File: src/hw/rtl/pba_pkg.sv
package pba_pkg;

  localparam int BARS_PER_DEVICE_DEF = 6;

  localparam logic [31:0] ADDR_MASK  = 32'hFFFF_FFF0;
  localparam logic [31:0] SIZE_LIMIT = 32'h1000_0000;
  localparam logic [1:0]  TYPE_32    = 2'b00;
  localparam logic [1:0]  TYPE_64    = 2'b10;

  typedef enum logic [2:0] {
    ACT_KEPT     = 3'd0,
    ACT_UNIMPL   = 3'd1,
    ACT_UNSUP    = 3'd2,
    ACT_BAD_SIZE = 3'd3,
    ACT_ASSIGNED = 3'd4,
    ACT_UPPER    = 3'd5
  } pba_action_t;

  typedef struct packed {
    logic        start_of_run;
    logic [2:0]  bar_index;
    logic [31:0] orig_value;
    logic [31:0] probe_value;
  } pba_item_t;

  typedef struct packed {
    pba_action_t action;
    logic [31:0] write_value;
    logic [31:0] assigned_count;
    logic [31:0] next_free;
  } pba_result_t;

endpackage

File: src/hw/rtl/pba_if.sv
interface pba_item_if;
  logic        valid;
  logic        ready;
  logic        start_of_run;
  logic [2:0]  bar_index;
  logic [31:0] orig_value;
  logic [31:0] probe_value;

  modport source (output valid, start_of_run, bar_index, orig_value, probe_value,
                  input ready);
  modport sink (input valid, start_of_run, bar_index, orig_value, probe_value,
                output ready);
endinterface

interface pba_result_if;
  logic        valid;
  logic        ready;
  logic [2:0]  action;
  logic [31:0] write_value;
  logic [31:0] assigned_count;
  logic [31:0] next_free;

  modport source (output valid, action, write_value, assigned_count, next_free,
                  input ready);
  modport sink (input valid, action, write_value, assigned_count, next_free,
                output ready);
endinterface

interface pba_cfg_if;
  logic        valid;
  logic        ready;
  logic [31:0] window_base;

  modport source (output valid, window_base, input ready);
  modport sink (input valid, window_base, output ready);
endinterface

File: src/hw/rtl/pba_in_reg.sv
module pba_in_reg (
  input  logic              clk,
  input  logic              rst,
  input  logic              load,
  input  pba_pkg::pba_item_t d,
  input  logic              advance,
  output logic              valid,
  output pba_pkg::pba_item_t q
);
  import pba_pkg::*;

  always_ff @(posedge clk) begin
    if (rst) begin
      valid <= 1'b0;
    end else if (load) begin
      valid <= 1'b1;
    end else if (advance) begin
      valid <= 1'b0;
    end
  end

  always_ff @(posedge clk) begin
    if (load) begin
      q <= d;
    end
  end

endmodule

File: src/hw/rtl/pba_alloc.sv
module pba_alloc #(
  parameter int BARS_PER_DEVICE = pba_pkg::BARS_PER_DEVICE_DEF
) (
  input  logic                 clk,
  input  logic                 rst,
  input  logic                 cfg_we,
  input  logic [31:0]          cfg_data,
  input  logic                 advance,
  input  pba_pkg::pba_item_t   item,
  output pba_pkg::pba_result_t result
);
  import pba_pkg::*;

  logic [31:0] window_base;
  logic [31:0] cursor;
  logic [31:0] count;
  logic        upper_half_pending;

  logic [31:0] cursor_next;
  logic [31:0] count_next;
  logic        upper_half_pending_next;

  always_comb begin
    logic [31:0] cur;
    logic [31:0] cnt;
    logic        pend;
    logic [1:0]  kind;
    logic [31:0] size;
    logic [31:0] aligned;
    logic        room;

    cur  = item.start_of_run ? window_base : cursor;
    cnt  = item.start_of_run ? 32'd0 : count;
    pend = item.start_of_run ? 1'b0 : upper_half_pending;
    kind = item.probe_value[2:1];
    size = ~(item.probe_value & ADDR_MASK) + 32'd1;
    aligned = (cur + size - 32'd1) & ~(size - 32'd1);
    room = ({1'b0, item.bar_index} + 4'd1) < 4'(BARS_PER_DEVICE);

    cursor_next             = cur;
    count_next              = cnt;
    upper_half_pending_next = pend;
    result.action           = ACT_KEPT;
    result.write_value      = item.orig_value;

    if (pend) begin
      upper_half_pending_next = 1'b0;
      result.action           = ACT_UPPER;
      result.write_value      = 32'd0;
    end else if ((item.orig_value & ADDR_MASK) != 32'd0) begin
      result.action      = ACT_KEPT;
      result.write_value = item.orig_value;
    end else if (item.probe_value == 32'd0) begin
      result.action      = ACT_UNIMPL;
      result.write_value = item.probe_value;
    end else if (item.probe_value[0] || (kind != TYPE_32 && kind != TYPE_64)) begin
      result.action      = ACT_UNSUP;
      result.write_value = item.probe_value;
    end else if (size == 32'd0 || size > SIZE_LIMIT) begin
      result.action      = ACT_BAD_SIZE;
      result.write_value = item.orig_value;
    end else begin
      // place at the cursor rounded up to the size, then step past it
      cursor_next        = aligned + size;
      count_next         = cnt + 32'd1;
      upper_half_pending_next = (kind == TYPE_64) && room;
      result.action      = ACT_ASSIGNED;
      result.write_value = aligned | {28'd0, item.probe_value[3:0]};
    end

    result.assigned_count = count_next;
    result.next_free      = cursor_next;
  end

  always_ff @(posedge clk) begin
    if (rst) begin
      window_base        <= 32'd0;
      cursor             <= 32'd0;
      count              <= 32'd0;
      upper_half_pending <= 1'b0;
    end else begin
      if (cfg_we) begin
        window_base <= cfg_data;
      end
      if (advance) begin
        cursor             <= cursor_next;
        count              <= count_next;
        upper_half_pending <= upper_half_pending_next;
      end
    end
  end

endmodule

File: src/hw/rtl/pba_out_reg.sv
module pba_out_reg (
  input  logic                 clk,
  input  logic                 rst,
  input  logic                 load,
  input  pba_pkg::pba_result_t d,
  input  logic                 take,
  output logic                 valid,
  output pba_pkg::pba_result_t q
);
  import pba_pkg::*;

  always_ff @(posedge clk) begin
    if (rst) begin
      valid <= 1'b0;
    end else if (load) begin
      valid <= 1'b1;
    end else if (take) begin
      valid <= 1'b0;
    end
  end

  always_ff @(posedge clk) begin
    if (load) begin
      q <= d;
    end
  end

endmodule

File: src/hw/rtl/pci_bar_window_allocator.sv
// Channel   Dir  Word
// bars      in   start_of_run, bar_index, orig_value, probe_value
// results   out  action, write_value, assigned_count, next_free
// cfg       in   window_base
//
// One BAR word per cycle sustained while results is ready; a word taken from bars
// passes through the input register and then the result register, with the
// cursor update (align add, mask, advance add) between them.
// Reset clears the cursor, count, pending upper half and window_base.
// While results stalls, one further word is held in the input register.
// cfg is always ready.
module pci_bar_window_allocator #(
  parameter int BARS_PER_DEVICE = pba_pkg::BARS_PER_DEVICE_DEF
) (
  input logic         clk,
  input logic         rst,
  pba_item_if.sink    bars,
  pba_result_if.source results,
  pba_cfg_if.sink     cfg
);
  import pba_pkg::*;

  pba_item_t   in_word;
  pba_item_t   item;
  pba_result_t result;
  pba_result_t out_word;
  logic        in_valid;
  logic        out_valid;
  logic        advance;
  logic        load_in;

  assign in_word = '{start_of_run: bars.start_of_run, bar_index: bars.bar_index,
                     orig_value: bars.orig_value, probe_value: bars.probe_value};

  // move a word on when the result register is free or being drained
  assign advance    = in_valid && (!out_valid || results.ready);
  assign bars.ready = !in_valid || advance;
  assign load_in    = bars.valid && bars.ready;
  assign cfg.ready  = 1'b1;

  pba_in_reg u_in (
    .clk     (clk),
    .rst     (rst),
    .load    (load_in),
    .d       (in_word),
    .advance (advance),
    .valid   (in_valid),
    .q       (item)
  );

  pba_alloc #(
    .BARS_PER_DEVICE (BARS_PER_DEVICE)
  ) u_alloc (
    .clk      (clk),
    .rst      (rst),
    .cfg_we   (cfg.valid && cfg.ready),
    .cfg_data (cfg.window_base),
    .advance  (advance),
    .item     (item),
    .result   (result)
  );

  pba_out_reg u_out (
    .clk   (clk),
    .rst   (rst),
    .load  (advance),
    .d     (result),
    .take  (results.ready),
    .valid (out_valid),
    .q     (out_word)
  );

  assign results.valid          = out_valid;
  assign results.action         = out_word.action;
  assign results.write_value    = out_word.write_value;
  assign results.assigned_count = out_word.assigned_count;
  assign results.next_free      = out_word.next_free;

endmodule

File: src/flat_wrapper.sv
// flat-port wrapper written by rule: the top's interface ports become plain ports
module pci_bar_window_allocator_flat import pba_pkg::*;
#(
  parameter int BARS_PER_DEVICE = pba_pkg::BARS_PER_DEVICE_DEF
)
  (clk, rst, bars_valid, bars_start_of_run, bars_bar_index, bars_orig_value, bars_probe_value, bars_ready, results_valid, results_action, results_write_value, results_assigned_count, results_next_free, results_ready, cfg_valid, cfg_window_base, cfg_ready);
  pba_item_if bars_i ();
  pba_result_if results_i ();
  pba_cfg_if cfg_i ();
  input logic clk;
  input logic rst;
  input wire logic [$bits(bars_i.valid)-1:0] bars_valid;
  input wire logic [$bits(bars_i.start_of_run)-1:0] bars_start_of_run;
  input wire logic [$bits(bars_i.bar_index)-1:0] bars_bar_index;
  input wire logic [$bits(bars_i.orig_value)-1:0] bars_orig_value;
  input wire logic [$bits(bars_i.probe_value)-1:0] bars_probe_value;
  output wire logic [$bits(bars_i.ready)-1:0] bars_ready;
  output wire logic [$bits(results_i.valid)-1:0] results_valid;
  output wire logic [$bits(results_i.action)-1:0] results_action;
  output wire logic [$bits(results_i.write_value)-1:0] results_write_value;
  output wire logic [$bits(results_i.assigned_count)-1:0] results_assigned_count;
  output wire logic [$bits(results_i.next_free)-1:0] results_next_free;
  input wire logic [$bits(results_i.ready)-1:0] results_ready;
  input wire logic [$bits(cfg_i.valid)-1:0] cfg_valid;
  input wire logic [$bits(cfg_i.window_base)-1:0] cfg_window_base;
  output wire logic [$bits(cfg_i.ready)-1:0] cfg_ready;
  assign bars_i.valid = bars_valid;
  assign bars_i.start_of_run = bars_start_of_run;
  assign bars_i.bar_index = bars_bar_index;
  assign bars_i.orig_value = bars_orig_value;
  assign bars_i.probe_value = bars_probe_value;
  assign bars_ready = bars_i.ready;
  assign results_valid = results_i.valid;
  assign results_action = results_i.action;
  assign results_write_value = results_i.write_value;
  assign results_assigned_count = results_i.assigned_count;
  assign results_next_free = results_i.next_free;
  assign results_i.ready = results_ready;
  assign cfg_i.valid = cfg_valid;
  assign cfg_i.window_base = cfg_window_base;
  assign cfg_ready = cfg_i.ready;
  pci_bar_window_allocator #(.BARS_PER_DEVICE(BARS_PER_DEVICE)) u_core (.clk(clk), .rst(rst), .bars(bars_i), .results(results_i), .cfg(cfg_i));
endmodule
File: config.mk
export PLATFORM = sky130hd
export DESIGN_NAME = pci_bar_window_allocator_flat
export DESIGN_NICKNAME = d
export VERILOG_FILES = /design/src/hw/rtl/pba_pkg.sv /design/src/hw/rtl/pba_if.sv /design/src/hw/rtl/pba_in_reg.sv /design/src/hw/rtl/pba_alloc.sv /design/src/hw/rtl/pba_out_reg.sv /design/src/hw/rtl/pci_bar_window_allocator.sv /design/src/flat_wrapper.sv
export SDC_FILE = /design/constraint.sdc
export NUM_CORES = 1
export LEC_CHECK = 0
export CAP_MARGIN = 20
export CORE_ASPECT_RATIO = 1.2
export CORE_MARGIN = 4
export CORE_UTILIZATION = 25
export DETAILED_ROUTE_END_ITERATION = 7
export DONT_BUFFER_PORTS = 1
export HOLD_SLACK_MARGIN = 0.03
export SLEW_MARGIN = 15
export SYNTH_ARGS = -nofsm -noshare
export SYNTH_HDL_FRONTEND = slang
export SYNTH_SLANG_ARGS = --single-unit
File: constraint.sdc
create_clock -name clk -period 12 [get_ports clk]
set_input_delay 2.4 -clock clk [delete_from_list [all_inputs] [get_ports clk]]
set_output_delay 2.4 -clock clk [all_outputs]
set_load 0.05 [all_outputs]
==> run metrics <==
per-cell routed wire length=20.1 µm; Area growth syn-to-layout=12.5%; Avg Inst Size Synth=8.94 µm²; Worst slew margin=24.8%; max-slew violations=0; post-synth net total=2044; pre-CTS WS=4540 ps; RSZ-0062 raised after global routing=no; Yosys cell types=99; final core occ=28.5%; R2R Setup Slk=4450 ps; PwrDens=148 nW/µm²; core box area=66200 µm²; Clock Latency Late Sink=560 ps; crit path launch type=flip-flop; input/output buffers=0; Clock Sinks=266; Inserted Clock Buffers=34; CTS clk-pin slew, worst paths=70 ps; clock buffer depth=3; GR Util All Layers=14.9%; Synth Flop Type=edfxtp_1; setup violators final=0; Critical Path AT=7830 ps; Mapped Area=16800 µm²; Final nets=1994; sequential share of power=39.6%; share of flip-flops with an asynchronous set or reset=0%; Pint=0.00192 W; gp weighted congestion=0.922; FF/Latch Area=7000 µm²; Final ANT Viol Nets=0; EDFF count, synth=167; CTS tree=built; status=complete, no violations; clock power share=40.2%; Worst VDD drop=0.111 mV; Via density=5.02; Tmin final=7550 ps; max frequency=132 MHz; CTS root buf=clkbuf_16; Die ar.=71400 µm²; hpwl dp=42.0 mm; Sw Pwr=0.000886 W; switch share=31.6%; DRT Pass-1 Iters=5; # rows=103; Data required, critical path=12270 ps; vias in the first global route=12900; Chip Height=292 µm; DRC=0; first-pass GRT wire length=82.1 mm; Fillers=6979; largest net degree at the start of global routing=100; post-route setup slack=4450 ps; grt ovf=0; Setup crit end kind=flip-flop; Worst Tran Pin Value=1120 ps; Pleak=6.87 nW; Starting Density=25.4%; synth warn=0; IO Count=207; initial DRC count=981; area taken by multi-input logic gates=9050 µm²; combinational share of power=20.2%; Power, Total=0.00280 W; Fin. Hold Viols=0; setup bufs post-CTS=0; Setup TNS=0 ps; share of layout cells above drive strength 1=6.52%; Yosys reg bits=266; htree depth=2; register area share after synthesis=41.7%; Die W=245 µm; CTS Hold Buffers Added=0; Cells after Synth=1879; initial antenna violation count=12; # resized after CTS=0; DRT Wirelength=55.3 mm; Final period util=63.0%; worst hold path type=flip-flop to flip-flop; DR vias=13800; Max Cap Violations=0; Worst Clk Skew=23.5 ps; worst-path fanout max=19; critical path type=flip-flop to flip-flop
## worst max-delay path: stages (launching register included)
cell	delay, ps
edfxtp_1	660
inv_1	220
ha_1	350
or4b_1	730
or3_1	480
nor3_1	200
xnor2_1	230
inv_1	190
ha_1	310
inv_1	30
ha_1	420
nand4_1	180
or2_2	310
a2bb2oi_1	180
a311oi_1	510
nor2_1	120
xor2_1	380
mux2i_1	520
and3_1	230
a21oi_1	140
nor2_1	150
a22oi_1	120
o31ai_2	230
xor2_1	220
mux2i_1	110
## per-stage QoR
step / cells / hold slack (ps) / cell area [µm²]
detailed placement: 2685 / 442 / 17600
global route: 2751 / 478 / 18900
floorplan: 1879 / 436 / 16800
finish: 2756 / 449 / 18900
global placement: 2685 / 435 / 17600
CTS: 2747 / 450 / 18900
## sequential cells by signal, summed over array words and instances, names as in the netlist
signal	count
u_core.u_alloc.window_base	32
u_core.u_in.q	68
u_core.u_alloc.cursor	32
u_core.u_alloc.upper_half_pending	1
u_core.u_in.valid	1
u_core.u_alloc.count	32
u_core.u_out.valid	1
u_core.u_out.q	99
## power by group through the flow
stage          Clock, W  Combinational (W)  Sequential, W
2_1_floorplan         0           0.000432        0.00111
3_3_place_gp          0           0.000557        0.00113
3_5_place_dp          0           0.000560        0.00113
4_1_cts         0.00117           0.000563        0.00111
5_1_grt         0.00120           0.000630        0.00111
6_report        0.00113           0.000565        0.00111
## cells in the final DEF, fill, tap and decap left out, types with 21 or more instances in the layout
cell type / netlist / routed
a21oi_1: 152 / 152
clkbuf_16: 0 / 35
dfxtp_1: 99 / 99
edfxtp_1: 167 / 167
ha_1: 60 / 60
inv_1: 98 / 97
mux2i_1: 85 / 85
nand2_1: 167 / 167
nand3_1: 41 / 41
nor2_1: 241 / 241
nor3_1: 55 / 54
nor4_1: 24 / 24
o21ai_0: 80 / 80
or3_1: 21 / 21
xnor2_1: 75 / 75
xor2_1: 39 / 39
## synthesized netlist by cell type (6+ instances only)
master	number	area, µm²
clkbuf_1	76	285
or2_2	12	75.1
or3_1	21	131
o31a_1	6	52.6
a21boi_0	6	45.0
o21a_1	17	128
nand3_1	41	205
a221oi_1	12	105
or4_1	13	97.6
nor3_1	55	275
a2111oi_0	7	61.3
a211oi_1	14	105
buf_1	11	41.3
nor3b_1	8	60.1
a311oi_1	6	52.6
and4_1	6	52.6
a211o_1	7	61.3
inv_1	98	368
a21oi_1	152	761
nor4_1	24	150
edfxtp_1	167	5010
a21o_1	16	120
a22oi_1	10	75.1
xnor2_1	75	657
o31ai_1	13	97.6
xor2_1	39	342
o21ai_0	80	400
and3_1	16	100
ha_1	60	751
nor2b_1	15	93.8
nor2_1	241	905
dfxtp_1	99	1980
nand2_1	167	627
buf_2	12	60.1
a31oi_1	14	87.6
and2_1	11	68.8
o41ai_1	6	52.6
o211ai_1	7	52.6
mux2i_1	85	851
nand4_1	19	119
nand2b_1	18	113
## worst paths after layout
path,cells past startpoint,to,start
setup / recovery,24,u_core.u_out.q[31],u_core.u_in.q[4]
hold / removal,2,u_core.u_alloc.count[23],u_core.u_alloc.count[23]
setup reg to reg,24,u_core.u_out.q[31],u_core.u_in.q[4]
hold reg to reg,2,u_core.u_alloc.count[23],u_core.u_alloc.count[23]
## metal layers
| metal | GRT usage (%) | share of wire, % | vias up |
|---|---|---|---|
| li1 | - | - | 6736 |
| met2 | 25.2 | 48 | 402 |
| met4 | 3.95 | 2.4 | 10 |
| met1 | 19.3 | 45 | 6614 |
| met5 | 0 | 0.10 | - |
| met3 | 3.03 | 5.2 | 83 |
## cells by family (layout without fill, tap and decap cells)
family	Yosys count	after routing	share of synthesized area, %
AO/OA/AOI/OAI	441	441	17.1
XOR/XNOR	114	114	5.95
adder cells (fa/ha/maj)	60	60	4.47
buffers and inverters	199	175	4.57
flip-flops	266	266	41.7
multiplexers	90	90	5.40
other	1	10	0.0223
AND/OR/NAND/NOR	708	708	20.8
## cell type report
type / count / area share [%]
antenna: 9 / 0.119
sequential: 266 / 37.0
timing repair buffer: 15 / 0.596
clock buffer: 41 / 4.81
multi-input combinational: 1414 / 47.9
clock inverter: 21 / 1.71
tap: 892 / 5.90
inverter: 98 / 1.97
Note: power is estimated with default switching activity, not from simulation.
